[src/rtl/frontlight_color_mixer_defines.svh]
// Assertion macros shared by the frontlight color mixer RTL.
// Each macro expects clk and rst_n to be visible where it is used.
`ifndef FRONTLIGHT_COLOR_MIXER_DEFINES_SVH
`define FRONTLIGHT_COLOR_MIXER_DEFINES_SVH

// Check a condition in the same cycle as its trigger.
`define FCM_ASSERT_NOW(label, ante, cons) \
  label: assert property (@(posedge clk) disable iff (!rst_n) (ante) |-> (cons)) \
    else $error("frontlight color mixer check failed");

// Check a condition in the cycle after its trigger.
`define FCM_ASSERT_NEXT(label, ante, cons) \
  label: assert property (@(posedge clk) disable iff (!rst_n) (ante) |=> (cons)) \
    else $error("frontlight color mixer check failed");

`endif

[src/rtl/fcm_pkg.sv]
// Shared types, widths and constants of the frontlight color mixer.
// No dependencies; fcm_if, fcm_front, fcm_queue, fcm_back and the top level refer to it by scope.
`timescale 1ns / 1ps

package fcm_pkg;

  localparam int unsigned LEVEL_W    = 8;
  localparam int unsigned REQ_W      = 16;
  localparam int unsigned TEMP_W     = 9;   // signed temperature after inversion
  localparam int unsigned PROD_W     = 17;  // level times temperature span
  localparam int unsigned GAIN_W     = 19;  // fourth power of a channel gain
  localparam int unsigned RAD_W      = GAIN_W + PROD_W;
  localparam int unsigned ROOT2_W    = RAD_W / 2;
  localparam int unsigned ROOT4_W    = RAD_W / 4;
  localparam int unsigned CFG_ADDR_W = 5;
  localparam int unsigned CFG_DATA_W = 32;
  localparam int unsigned QUEUE_DEPTH_DEF = 4;

  localparam logic [GAIN_W-1:0]  W_SCALE4  = 19'd390625;  // 25^4
  localparam logic [GAIN_W-1:0]  R_SCALE4  = 19'd331776;  // 24^4
  localparam logic [ROOT4_W-1:0] W_BIAS    = 9'd25;
  localparam logic [ROOT4_W-1:0] G_BIAS    = 9'd65;
  localparam logic [LEVEL_W-1:0] LEVEL_CAP = 8'd255;

  // Light modes.
  localparam logic [1:0] MODE_OFF   = 2'd0;
  localparam logic [1:0] MODE_PLAIN = 2'd1;
  localparam logic [1:0] MODE_MIXER = 2'd2;
  localparam logic [1:0] MODE_RGB   = 2'd3;

  // Channels each mode may write.
  localparam logic [3:0] MASK_MIXER = 4'b1001;
  localparam logic [3:0] MASK_RGB   = 4'b0111;

  typedef enum logic [2:0] {
    REG_LIGHT_MODE      = 3'd0,
    REG_TEMP_INVERTED   = 3'd1,
    REG_CHANNEL_PRESENT = 3'd2,
    REG_LEVEL_MIN       = 3'd3,
    REG_LEVEL_MAX       = 3'd4,
    REG_TEMP_MIN        = 3'd5,
    REG_TEMP_MAX        = 3'd6
  } cfg_reg_t;

  typedef struct packed {
    logic [1:0]         light_mode;
    logic               temp_inverted;
    logic [3:0]         channel_present;
    logic [LEVEL_W-1:0] level_min;
    logic [LEVEL_W-1:0] level_max;
    logic [LEVEL_W-1:0] temp_min;
    logic [LEVEL_W-1:0] temp_max;
  } cfg_t;

  localparam cfg_t CFG_RESET = '{
    light_mode:      2'd0,
    temp_inverted:   1'b0,
    channel_present: 4'd0,
    level_min:       8'd0,
    level_max:       8'd100,
    temp_min:        8'd0,
    temp_max:        8'd10
  };

  // Classified request: clamped level and temperature after inversion.
  typedef struct packed {
    logic [LEVEL_W-1:0]        level;
    logic signed [TEMP_W-1:0]  temp;
  } item_t;

  typedef struct packed {
    logic push;
    logic pop;
    logic full;
    logic empty;
  } q_status_t;

endpackage

[src/rtl/fcm_if.sv]


interface fcm_out_if;
  logic                          valid;
  logic                          ready;
  logic [1:0]                    target;
  logic [fcm_pkg::LEVEL_W-1:0]   plain_level;
  logic [fcm_pkg::LEVEL_W-1:0]   white_level;
  logic [fcm_pkg::LEVEL_W-1:0]   red_level;
  logic [fcm_pkg::LEVEL_W-1:0]   green_level;
  logic [fcm_pkg::LEVEL_W-1:0]   mixer_level;
  logic [3:0]                    write_mask;
  logic [2:0]                    power_mask;

  modport source (output valid, output target, output plain_level, output white_level,
                  output red_level, output green_level, output mixer_level,
                  output write_mask, output power_mask, input ready);
  modport sink   (input valid, input target, input plain_level, input white_level,
                  input red_level, input green_level, input mixer_level,
                  input write_mask, input power_mask, output ready);
endinterface

[src/rtl/fcm_isqrt.sv]
// Pipelined integer square root, one result bit per stage.
// Depends on nothing; stalls as a whole on en.
`timescale 1ns / 1ps

module fcm_isqrt #(
  parameter int unsigned IN_W = 36
) (
  input  logic              clk,
  input  logic              en,
  input  logic [IN_W-1:0]   radicand,
  output logic [IN_W/2-1:0] root
);

  localparam int unsigned STAGES = IN_W / 2;
  localparam int unsigned REM_W  = STAGES + 2;

  logic [IN_W-1:0]   x_r    [STAGES-1];
  logic [REM_W-1:0]  rem_r  [STAGES-1];
  logic [STAGES-1:0] root_r [STAGES];

  for (genvar k = 0; k < STAGES; k++) begin : g_stage
    logic [IN_W-1:0]   x_in;
    logic [REM_W-1:0]  rem_in;
    logic [STAGES-1:0] root_in;
    logic [REM_W-1:0]  rem_sh;
    logic [REM_W-1:0]  trial;
    logic              fits;

    if (k == 0) begin : g_first
      assign x_in    = radicand;
      assign rem_in  = '0;
      assign root_in = '0;
    end else begin : g_next
      assign x_in    = x_r[k-1];
      assign rem_in  = rem_r[k-1];
      assign root_in = root_r[k-1];
    end

    // Bring down the next two radicand bits and try root*4+1.
    assign rem_sh = {rem_in[REM_W-3:0], x_in[IN_W-1 -: 2]};
    assign trial  = {root_in, 2'b01};
    assign fits   = (rem_sh >= trial);

    always_ff @(posedge clk) begin
      if (en) begin
        root_r[k] <= {root_in[STAGES-2:0], fits};
      end
    end

    if (k < STAGES - 1) begin : g_carry
      always_ff @(posedge clk) begin
        if (en) begin
          x_r[k]   <= {x_in[IN_W-3:0], 2'b00};
          rem_r[k] <= fits ? (rem_sh - trial) : rem_sh;
        end
      end
    end
  end

  assign root = root_r[STAGES-1];

endmodule

[src/rtl/fcm_back.sv]
// Back end: products, gain scaling, two fourth-root pipelines and result register.
// Depends on fcm_pkg, fcm_isqrt and fcm_out_if; pops fcm_queue.
`timescale 1ns / 1ps

module fcm_back (
  input  logic               clk,
  input  logic               rst_n,
  input  fcm_pkg::cfg_t      cfg,
  input  fcm_pkg::q_status_t qs,
  input  fcm_pkg::item_t     head_item,
  output logic               pop_req,
  fcm_out_if.source          out_ch
);

  localparam int unsigned LEVEL_W = fcm_pkg::LEVEL_W;
  localparam int unsigned TEMP_W  = fcm_pkg::TEMP_W;
  localparam int unsigned PROD_W  = fcm_pkg::PROD_W;
  localparam int unsigned RAD_W   = fcm_pkg::RAD_W;
  localparam int unsigned ROOT2_W = fcm_pkg::ROOT2_W;
  localparam int unsigned ROOT4_W = fcm_pkg::ROOT4_W;
  // Product stage, gain stage, then both root pipelines.
  localparam int unsigned LINE_LEN = 2 + ROOT2_W + ROOT4_W;
  localparam int unsigned LAST     = LINE_LEN - 1;

  typedef struct packed {
    logic [1:0]         target;
    logic [LEVEL_W-1:0] plain_level;
    logic [LEVEL_W-1:0] white_level;
    logic [LEVEL_W-1:0] red_level;
    logic [LEVEL_W-1:0] green_level;
    logic [LEVEL_W-1:0] mixer_level;
    logic [3:0]         write_mask;
    logic [2:0]         power_mask;
  } res_t;

  logic                         en;
  logic                         line_v_r [LINE_LEN];
  fcm_pkg::item_t               line_r   [LINE_LEN];

  logic signed [TEMP_W+1:0]     wdiff;
  logic [TEMP_W:0]              wfac;
  logic [LEVEL_W-1:0]           rfac;
  logic [LEVEL_W+TEMP_W:0]      pw_full;
  logic [2*LEVEL_W-1:0]         pr_full;
  logic [PROD_W-1:0]            pw_r, pw_nxt;
  logic [PROD_W-1:0]            pr_r, pr_nxt;
  logic [RAD_W-1:0]             gw_r, gw_nxt;
  logic [RAD_W-1:0]             gr_r, gr_nxt;
  logic [ROOT2_W-1:0]           w_sq2, r_sq2;
  logic [ROOT4_W-1:0]           w_root, r_root;

  fcm_pkg::item_t               sb;
  logic                         b_pos, t_pos;
  logic                         out_v_r, out_v_nxt;
  res_t                         res_r, res_nxt;

  function automatic logic [LEVEL_W-1:0] sat8(input logic signed [ROOT4_W:0] v);
    logic signed [ROOT4_W:0] cap;
    cap = $signed({{(ROOT4_W+1-LEVEL_W){1'b0}}, fcm_pkg::LEVEL_CAP});
    if (v < 0) return '0;
    if (v > cap) return fcm_pkg::LEVEL_CAP;
    return v[LEVEL_W-1:0];
  endfunction

  // The whole back end advances together whenever the result register frees up.
  assign en      = !out_v_r || out_ch.ready;
  assign pop_req = en;

  // Product stage: b * (temp_max - t) for white, b * t for red, negatives as zero.
  always_comb begin
    wdiff   = $signed({3'b000, cfg.temp_max})
            - $signed({{2{head_item.temp[TEMP_W-1]}}, head_item.temp});
    wfac    = wdiff[TEMP_W+1] ? '0 : wdiff[TEMP_W:0];
    rfac    = (!head_item.temp[TEMP_W-1] && (head_item.temp != '0))
            ? head_item.temp[LEVEL_W-1:0] : '0;
    pw_full = head_item.level * wfac;
    pr_full = head_item.level * rfac;
    pw_nxt  = pw_full[PROD_W-1:0];
    pr_nxt  = PROD_W'(pr_full);
  end

  // Gain stage: scale by gain^4 so a plain fourth root gives floor(gain*p^0.25).
  assign gw_nxt = fcm_pkg::W_SCALE4 * pw_r;
  assign gr_nxt = fcm_pkg::R_SCALE4 * pr_r;

  always_ff @(posedge clk) begin
    if (en) begin
      pw_r <= pw_nxt;
      pr_r <= pr_nxt;
      gw_r <= gw_nxt;
      gr_r <= gr_nxt;
      line_r[0] <= head_item;
      for (int k = 1; k < LINE_LEN; k++) begin
        line_r[k] <= line_r[k-1];
      end
    end
  end

  always_ff @(posedge clk) begin
    if (!rst_n) begin
      for (int k = 0; k < LINE_LEN; k++) begin
        line_v_r[k] <= 1'b0;
      end
    end else if (en) begin
      line_v_r[0] <= qs.pop;
      for (int k = 1; k < LINE_LEN; k++) begin
        line_v_r[k] <= line_v_r[k-1];
      end
    end
  end

  // Fourth root as two square roots in a row.
  fcm_isqrt #(.IN_W(RAD_W))   u_w_sq2  (.clk(clk), .en(en), .radicand(gw_r),  .root(w_sq2));
  fcm_isqrt #(.IN_W(ROOT2_W)) u_w_root (.clk(clk), .en(en), .radicand(w_sq2), .root(w_root));
  fcm_isqrt #(.IN_W(RAD_W))   u_r_sq2  (.clk(clk), .en(en), .radicand(gr_r),  .root(r_sq2));
  fcm_isqrt #(.IN_W(ROOT2_W)) u_r_root (.clk(clk), .en(en), .radicand(r_sq2), .root(r_root));

  // Result stage.
  always_comb begin
    sb    = line_r[LAST];
    b_pos = (sb.level != '0);
    t_pos = !sb.temp[TEMP_W-1] && (sb.temp != '0);

    res_nxt        = '0;
    res_nxt.target = cfg.light_mode;
    case (cfg.light_mode)
      fcm_pkg::MODE_OFF: begin
        res_nxt.target = fcm_pkg::MODE_OFF;
      end
      fcm_pkg::MODE_PLAIN: begin
        res_nxt.plain_level = sb.level;
      end
      fcm_pkg::MODE_MIXER: begin
        res_nxt.white_level = sb.level;
        res_nxt.mixer_level = sb.temp[TEMP_W-1] ? '0 : sb.temp[LEVEL_W-1:0];
        res_nxt.write_mask  = cfg.channel_present & fcm_pkg::MASK_MIXER;
      end
      fcm_pkg::MODE_RGB: begin
        if (b_pos) begin
          res_nxt.white_level = sat8($signed({1'b0, w_root})
                                   - $signed({1'b0, fcm_pkg::W_BIAS}));
        end
        if (t_pos) begin
          res_nxt.red_level   = sat8($signed({1'b0, r_root}));
          res_nxt.green_level = sat8($signed({1'b0, r_root})
                                   - $signed({1'b0, fcm_pkg::G_BIAS}));
        end
        res_nxt.write_mask = cfg.channel_present & fcm_pkg::MASK_RGB;
        res_nxt.power_mask = {res_nxt.green_level != '0,
                              res_nxt.red_level != '0,
                              res_nxt.white_level != '0};
      end
      default: begin
        res_nxt = '0;
      end
    endcase

    out_v_nxt = en ? line_v_r[LAST] : out_v_r;
  end

  always_ff @(posedge clk) begin
    if (!rst_n) begin
      out_v_r <= 1'b0;
    end else begin
      out_v_r <= out_v_nxt;
    end
  end

  always_ff @(posedge clk) begin
    if (en) res_r <= res_nxt;
  end

  assign out_ch.valid       = out_v_r;
  assign out_ch.target      = res_r.target;
  assign out_ch.plain_level = res_r.plain_level;
  assign out_ch.white_level = res_r.white_level;
  assign out_ch.red_level   = res_r.red_level;
  assign out_ch.green_level = res_r.green_level;
  assign out_ch.mixer_level = res_r.mixer_level;
  assign out_ch.write_mask  = res_r.write_mask;
  assign out_ch.power_mask  = res_r.power_mask;

endmodule

[src/flat_wrapper.sv]
// flat-port wrapper written by rule: the top's interface ports become plain ports
module fcm_back_flat 
  (clk, rst_n, cfg, qs, head_item, pop_req, out_ch_valid, out_ch_target, out_ch_plain_level, out_ch_white_level, out_ch_red_level, out_ch_green_level, out_ch_mixer_level, out_ch_write_mask, out_ch_power_mask, out_ch_ready);
  fcm_out_if out_ch_i ();
  input  logic clk;
  input  logic rst_n;
  input  fcm_pkg::cfg_t cfg;
  input  fcm_pkg::q_status_t qs;
  input  fcm_pkg::item_t head_item;
  output logic pop_req;
  output wire logic [$bits(out_ch_i.valid)-1:0] out_ch_valid;
  output wire logic [$bits(out_ch_i.target)-1:0] out_ch_target;
  output wire logic [$bits(out_ch_i.plain_level)-1:0] out_ch_plain_level;
  output wire logic [$bits(out_ch_i.white_level)-1:0] out_ch_white_level;
  output wire logic [$bits(out_ch_i.red_level)-1:0] out_ch_red_level;
  output wire logic [$bits(out_ch_i.green_level)-1:0] out_ch_green_level;
  output wire logic [$bits(out_ch_i.mixer_level)-1:0] out_ch_mixer_level;
  output wire logic [$bits(out_ch_i.write_mask)-1:0] out_ch_write_mask;
  output wire logic [$bits(out_ch_i.power_mask)-1:0] out_ch_power_mask;
  input wire logic [$bits(out_ch_i.ready)-1:0] out_ch_ready;
  assign out_ch_valid = out_ch_i.valid;
  assign out_ch_target = out_ch_i.target;
  assign out_ch_plain_level = out_ch_i.plain_level;
  assign out_ch_white_level = out_ch_i.white_level;
  assign out_ch_red_level = out_ch_i.red_level;
  assign out_ch_green_level = out_ch_i.green_level;
  assign out_ch_mixer_level = out_ch_i.mixer_level;
  assign out_ch_write_mask = out_ch_i.write_mask;
  assign out_ch_power_mask = out_ch_i.power_mask;
  assign out_ch_i.ready = out_ch_ready;
  fcm_back u_core (.clk(clk), .rst_n(rst_n), .cfg(cfg), .qs(qs), .head_item(head_item), .pop_req(pop_req), .out_ch(out_ch_i));
endmodule
[config.mk]
export PLATFORM = sky130hd
export DESIGN_NAME = fcm_back_flat
export DESIGN_NICKNAME = d
export VERILOG_FILES = /design/src/rtl/frontlight_color_mixer_defines.svh /design/src/rtl/fcm_pkg.sv /design/src/rtl/fcm_if.sv /design/src/rtl/fcm_isqrt.sv /design/src/rtl/fcm_back.sv /design/src/flat_wrapper.sv
export SDC_FILE = /design/constraint.sdc
export NUM_CORES = 2
export LEC_CHECK = 0
export BUFFER_PORTS_ARGS = -buffer_cell sky130_fd_sc_hd__buf_2
export CELL_PAD_IN_SITES_DETAIL_PLACEMENT = 1
export CELL_PAD_IN_SITES_GLOBAL_PLACEMENT = 2
export CORE_UTILIZATION = 50
export CTS_CLUSTER_DIAMETER = 50
export CTS_CLUSTER_SIZE = 40
export DETAILED_ROUTE_END_ITERATION = 8
export PLACE_DENSITY_LB_ADDON = 0.2
export REMOVE_ABC_BUFFERS = 1
export SLEW_MARGIN = 30
export SYNTH_ARGS = -nofsm -noshare
export SYNTH_HDL_FRONTEND = slang
export SYNTH_SLANG_ARGS = --single-unit
[constraint.sdc]
create_clock -name clk -period 199.6 [get_ports clk]
set_input_delay 9.98 -clock clk [delete_from_list [all_inputs] [get_ports clk]]
set_output_delay 9.98 -clock clk [all_outputs]
set_load 0.02 [all_outputs]
Yosys cells after proc, flatten, opt, wreduce, memory -nomap -nowiden
Memory sizes are Yosys's and may differ from the RTL's. A register that Yosys moved wholly into a read port is not among the register bits.
Cells that the tools add are included.
- bits in registers: 142
- RAM bits: 3600
- bits of input ports: 63
- output and inout bits: 51
- logic and storage cells: 309
- memories: 14
- add/subtract/negate cells: 53
- multiply operators: 4
- magnitude comparators: 59
- eq/ne operators: 3
- mux-type cells: 119
- bitwise logic cells: 30
- reductions and logical operators: 15
- memories (memory ; depth ; bits a word ; rd ports ; clocked after memory_dff ; wr ports ; RTL line ; source):
    u_core.u_r_sq2.x_r ; 17 ; 34 ; 17 ; 0 ; 17 ; fcm_isqrt.sv:17 ; logic [IN_W-1:0] x_r [STAGES-1];
    u_core.u_w_sq2.x_r ; 17 ; 34 ; 17 ; 0 ; 17 ; fcm_isqrt.sv:17 ;
    u_core.line_r ; 29 ; 17 ; 29 ; 0 ; 29 ; fcm_back.sv:38 ; fcm_pkg::item_t line_r [LINE_LEN];
    u_core.u_r_sq2.rem_r ; 17 ; 20 ; 17 ; 0 ; 17 ; fcm_isqrt.sv:18 ; logic [REM_W-1:0] rem_r [STAGES-1];
    u_core.u_w_sq2.rem_r ; 17 ; 20 ; 17 ; 0 ; 17 ; fcm_isqrt.sv:18 ;
    u_core.u_r_sq2.root_r ; 18 ; 18 ; 18 ; 0 ; 18 ; fcm_isqrt.sv:19 ; logic [STAGES-1:0] root_r [STAGES];
    8 more memories ; n/a ; n/a ; n/a ; n/a ; n/a ; n/a ;
- operator list (cell ; number):
    greater-or-equal comparator 20 bit ; 34
    2-to-1 mux 20 bit ; 34
    subtractor 20 bit ; 32
    greater-or-equal comparator 11 bit ; 16
    2-to-1 mux 11 bit ; 16
    subtractor 11 bit ; 14
    2-to-1 mux 8 bit ; 13
    2-to-1 mux 1 bit ; 51
    multiplier 19 x 17 -> 36 bit (first input constant) ; 1
    2-to-1 mux 16 bit ; 2
    nonzero test 8 bit ; 4
    bitwise OR 1 bit ; 29
    multiplier 7 x 16 -> 23 bit (first input constant) ; 1
    > comparator 10 x 9 -> 1 bit (second input constant) ; 2
    less-than comparator 10 x 1 -> 1 bit (second input constant) ; 2
    nonzero test 9 bit ; 2
    multiplier 8 x 10 -> 17 bit ; 1
    multiplier 8 x 8 -> 16 bit ; 1
    one-hot mux 8 bit (2 select lines) ; 1
    subtractor 2 x 1 -> 3 bit (second input constant) ; 4
    2-to-1 mux 10 bit ; 1
    subtractor 9 x 5 -> 10 bit (second input constant) ; 1
    subtractor 9 x 7 -> 10 bit (second input constant) ; 1
    subtractor 9 x 9 -> 10 bit ; 1
    11 further kinds ; 19

Logic depth before layout (Yosys ltp)
An unclocked memory read counts as a cell.
- depth in word-level cells: 14
- mapped depth: 25
- depth with buffers taken out: 25

Cells and area by module
From an unflattened synthesis, not the netlist that was laid out.
- cells, all modules: 8688
- area total of the unflattened synthesis: 120205.3 um^2
- modules (own cells, without submodules) (module ; times used ; cells each ; area each (um^2) ; seq. area each (um^2)):
    fcm_isqrt at u_core.u_w_sq2 ; 1 ; 2681 ; 35766.8 ; 22912.0
    fcm_isqrt at u_core.u_r_sq2 ; 1 ; 2613 ; 34994.8 ; 22912.0
    fcm_back ; 1 ; 2223 ; 33000.4 ; 19759.0
    fcm_isqrt at u_core.u_r_root ; 1 ; 584 ; 8227.9 ; 5495.3
    fcm_isqrt at u_core.u_w_root ; 1 ; 587 ; 8215.4 ; 5495.3

Worst setup path before layout
Ideal clock, no wire load.
- path kind: in2out
- start: input port out_ch_ready
- end: output port pop_req
- data arrival time: 73.351 ns
- data required time: 189.620 ns
- setup slack: 116.269 ns
- cell stages on the path: 3
- buffers on the path: 1
- cells stage by stage: nor2b_1 > clkinv_1 > clkbuf_1
- cells in the longest elaborated chain, start to end: 1
- RTL lines (what ; RTL line ; source):
    start, declared ; flat_wrapper.sv:20 ; input wire logic [$bits(out_ch_i.ready)-1:0] out_ch_ready;
    logical OR 1 bit ; fcm_back.sv:66 ; assign en = !out_v_r || out_ch.ready;
    end, declared ; flat_wrapper.sv:10 ; output logic pop_req;
No other way between the ends.

Final worst setup path
Ends and elaborated chain as after synthesis.

==> summary.md <==
| Metric | Value |
|---|---|
| Run status | `completed` |
| Cell with the largest stage delay on the worst path | `sky130_fd_sc_hd__inv_8` |
| Site row count | `174` |
| Initial DRC Count | `2781` |
| Count of TritonRoute iterations in the first routing pass | `5` |
| Post-CTS clock slew at the launch and capture registers of the worst setup and hold paths | `0.07 ns` |
| Syn-to-layout area delta | `11.0%` |
| Final hold violations | `0` |
| Post-route fraction of the period consumed by the critical path | `10.6%` |
| Worst path top cell family by delay | `buffers and inverters` |
| Clock buffers created by TritonCTS | `227` |
| CP Launch Type | `input pin` |
| Die boundary height | `478 um` |
| Horizontal die dimension | `478 um` |
| Transition time at the pin with the least slew margin | `0.951 ns` |
| Synthesized area per cell | `13.5 um2` |
| Number of global-route vias before repair | `68659` |
| Post-Synthesis Cells | `8347` |
| CP max FO | `126` |
| FMAX | `0.0473 GHz` |
| Gp weighted congestion | `0.822` |
| Global-route wire length before repair | `354000 um` |
| Worst setup path class | `in -> out` |
| Routed wire length | `216000 um` |
| Core ar. | `225000 um2` |
| Remaining design rule violation count | `0` |
| Dominant cell type by count on the critical path | `sky130_fd_sc_hd__buf_2` |
| Synthesized area | `113000 um2` |
| Post-synth cell types | `93` |
| Aggregate global routing overflow | `0` |
| GRT Util Overall | `19.0%` |
| Number of nets with antenna violations after routing | `0` |
| Total buffers and inverters traversed by the critical path | `4` |
| Sum of net half-perimeters after detailed placement | `158000 um` |
| Number of port buffers | `85` |
| Proportion of layout cells with a drive suffix above 1 | `8.06%` |
| Post-CTS setup repair buffer count | `0` |
| Clk root buf | `sky130_fd_sc_hd__clkbuf_16` |
| Detail-routed via count per cell | `5.37` |
| Data arrival, critical path | `11.15 ns` |
| Initial antenna violation count | `1` |
| Effective utilization at floorplan | `50.3%` |
| # resized after CTS | `0` |
| Largest net degree at the start of global routing | `183` |
| Number of pins exceeding their max-slew limit in the final report | `0` |
| Longest individual stage delay on the worst path | `0.53 ns` |
| Final total negative setup slack | `0 ns` |
| Number of enable-type register cells in the synthesized netlist | `2355` |
| RSZ-0062 raised after global routing | `no` |
| Leading register cell type out of synthesis | `sky130_fd_sc_hd__edfxtp_1` |
| Stages on the worst setup path | `5` |
| Clock tree from TritonCTS | `done` |
| Seq/Total Area, Yosys | `62.9%` |
| Yosys synthesis warning count | `0` |
| Nets@finish | `9608` |
| Skew final | `0.0446 ns` |
| H-tree depth reported by CTS | `4` |
| Count of hold buffers inserted by post-cts repair | `0` |
| Worst EP required | `189.62 ns` |
| Max-cap violations | `0` |
| Hold/Removal Path Class | `reg -> reg` |
| Later-pin clock latency in the skew report | `0.88 ns` |
| Min Tclk post-route | `21.13 ns` |
| Core utilization of the finished layout | `55.8%` |
| Crit end category | `output pin` |
| Count of cells along the worst hold path | `0` |
| DR WL/cell | `18.3 um` |
| Register bit count reported by yosys | `2373` |
| Die ar. | `228000 um2` |
| Setup violations, final | `0` |
| Sink count of the clock tree | `2373` |
| Ordered list of cells on the worst path | `buf_2 -> nor2b_1 -> buf_4 -> inv_8 -> buf_2` |
| Async set or reset register ratio after synthesis | `0%` |
| Register-to-Register Path Depth | `17` |
| Vias | `63326` |
| Top-level port count | `114` |
| Clk buf depth | `3` |
| Max-slew headroom | `36.6%` |
sequential cells by signal (all words and copies together) (netlist names), 4 cells and up:
name and cells:
u_core.u_r_root.root_r 45, u_core.u_r_root.rem_r 66, u_core.u_w_sq2.rem_r 286, u_core.out_ch.write_mask 4
u_core.u_r_root.x_r 72, u_core.pw_r 17, u_core.out_ch.white_level 8, u_core.out_ch.plain_level 8
u_core.u_w_sq2.root_r 171, u_core.u_w_root.root_r 45, u_core.out_ch.green_level 8, u_core.line_v_r 29
u_core.u_w_root.x_r 72, u_core.u_r_sq2.root_r 171, u_core.u_r_sq2.rem_r 277, u_core.gw_r 36
u_core.u_w_sq2.x_r 306, u_core.pr_r 16, u_core.out_ch.red_level 8, u_core.gr_r 23
u_core.u_w_root.rem_r 66, u_core.u_r_sq2.x_r 132, u_core.line_r 493, u_core.out_ch.mixer_level 8
worst register-to-register path: stages (launching register included):
cell and delay, ns:
sky130_fd_sc_hd__edfxtp_1 0.73, sky130_fd_sc_hd__fa_1 0.65, sky130_fd_sc_hd__fa_1 0.58, sky130_fd_sc_hd__inv_1 0.08, sky130_fd_sc_hd__fa_1 0.51, sky130_fd_sc_hd__inv_1 0.06, sky130_fd_sc_hd__fa_1 0.53, sky130_fd_sc_hd__inv_1 0.05
sky130_fd_sc_hd__fa_1 0.42, sky130_fd_sc_hd__fa_1 0.52, sky130_fd_sc_hd__inv_1 0.04, sky130_fd_sc_hd__ha_1 0.39, sky130_fd_sc_hd__a2111oi_0 0.40, sky130_fd_sc_hd__o21ai_0 0.21, sky130_fd_sc_hd__o2111ai_1 0.15, sky130_fd_sc_hd__o221ai_1 0.25
sky130_fd_sc_hd__o41ai_1 0.78, sky130_fd_sc_hd__o211ai_1 0.20
cell type report:
type	count	area, um2
diodes	2	5.00
clock buffers	241	5800
clock inverters	190	2350
fillers	21932	99200
inverters	918	3450
multi-input cells	4933	38100
flip-flops and latches	2373	71100
well taps	2992	3740
repair buffers	139	921
routing by layer:
layer / vias up / wire (um) / global-route usage [%]
met4: 0 / 5940 / 6.00
met2: 654 / 117000 / 36.2
met3: 359 / 5360 / 2.43
li1: 30883 / - / -
met1: 31430 / 87800 / 22.0
met5: - / 0 / 0
final timing paths:
check / slack [ns] / to / from
hold reg to reg: 0.41 / u_core.line_r[24][8] / u_core.line_r[23][8]
setup reg to reg: 192.77 / u_core.gw_r[35] / u_core.pw_r[6]
hold / removal: 0.41 / u_core.line_r[24][8] / u_core.line_r[23][8]
setup / recovery: 178.47 / pop_req / out_ch_ready
per-stage QoR:
stage | instance area, um2 | cells | hold slack, ns | setup slack (ns)
after floorplan | 113000 | 8224 | 0.400 | 128.83
after global placement | 117000 | 11348 | 0.400 | 178.40
after detailed placement | 117000 | 11351 | 0.405 | 178.38
after CTS | 125000 | 11782 | 0.406 | 178.38
after global routing | 125000 | 11788 | 0.412 | 178.31
final | 125000 | 11788 | 0.409 | 178.47
layout by cell type, fill, tap and decap left out, drive strengths merged, types with 168 or more instances in the layout:
master,synthesis,routed
nor3,168,168
edfxtp,2355,2355
inv,914,999
ha,744,744
o21ai,344,344
xor2,225,225
fa,209,209
clkbuf,110,241
nand2,447,447
a21oi,433,433
nor2,438,438
xnor2,326,326
cell usage after synthesis, types with 10 or more instances:
cell                        instances  area share (%)
sky130_fd_sc_hd__a2111oi_0         12           0.093
sky130_fd_sc_hd__a211o_1           11           0.085
sky130_fd_sc_hd__a211oi_1          39            0.26
sky130_fd_sc_hd__a21boi_0          57            0.38
sky130_fd_sc_hd__a21o_1           125            0.83
sky130_fd_sc_hd__a21oi_1          433             1.9
sky130_fd_sc_hd__a22oi_1           10           0.066
sky130_fd_sc_hd__a311oi_1          11           0.085
sky130_fd_sc_hd__a31oi_1           43            0.24
sky130_fd_sc_hd__and2_1           121            0.67
sky130_fd_sc_hd__and3_1            49            0.27
sky130_fd_sc_hd__clkbuf_1         110            0.37
sky130_fd_sc_hd__dfxtp_1           18            0.32
sky130_fd_sc_hd__edfxtp_1        2355              63
sky130_fd_sc_hd__fa_1             209             3.7
sky130_fd_sc_hd__ha_1             744             8.2
sky130_fd_sc_hd__inv_1            910             3.0
sky130_fd_sc_hd__mux2_2            89            0.89
sky130_fd_sc_hd__mux2i_1           13            0.12
sky130_fd_sc_hd__nand2_1          447             1.5
sky130_fd_sc_hd__nand2b_1          84            0.46
sky130_fd_sc_hd__nand3_1          135            0.60
sky130_fd_sc_hd__nand3b_1          19            0.13
sky130_fd_sc_hd__nand4_1           59            0.33
sky130_fd_sc_hd__nand4b_1          35            0.27
sky130_fd_sc_hd__nor2_1           437             1.5
sky130_fd_sc_hd__nor2b_1           80            0.44
sky130_fd_sc_hd__nor3_1           167            0.74
sky130_fd_sc_hd__nor3b_1           14           0.093
sky130_fd_sc_hd__nor4_1            78            0.43
sky130_fd_sc_hd__o211ai_1          44            0.29
sky130_fd_sc_hd__o21a_1           135            0.90
sky130_fd_sc_hd__o21ai_0          342             1.5
sky130_fd_sc_hd__o21bai_1          31            0.21
sky130_fd_sc_hd__o311ai_0          11           0.085
sky130_fd_sc_hd__o31ai_1           40            0.27
sky130_fd_sc_hd__or2_2             30            0.17
sky130_fd_sc_hd__or3_1             55            0.30
sky130_fd_sc_hd__or4_1             18            0.12
sky130_fd_sc_hd__xnor2_1          326             2.5
sky130_fd_sc_hd__xor2_1           225             1.7
cell families (layout without fill, tap and decap cells):
family                   after synthesis  after routing  share of synthesized area (%)
other                                  1              6                        0.00332
flip-flops                          2373           2373                           62.9
adder cells (fa/ha/maj)              953            953                           11.9
AO/OA/AOI/OAI                       1453           1453                           8.11
AND/OR/NAND/NOR                     1869           1869                           8.31
XOR/XNOR                             551            551                           4.27
buffers and inverters               1044           1488                           3.49
multiplexers                         103            103                           1.01
Power is not shown: default switching activity piles up to over one toggle a cycle in this logic, so the estimate is an artifact.
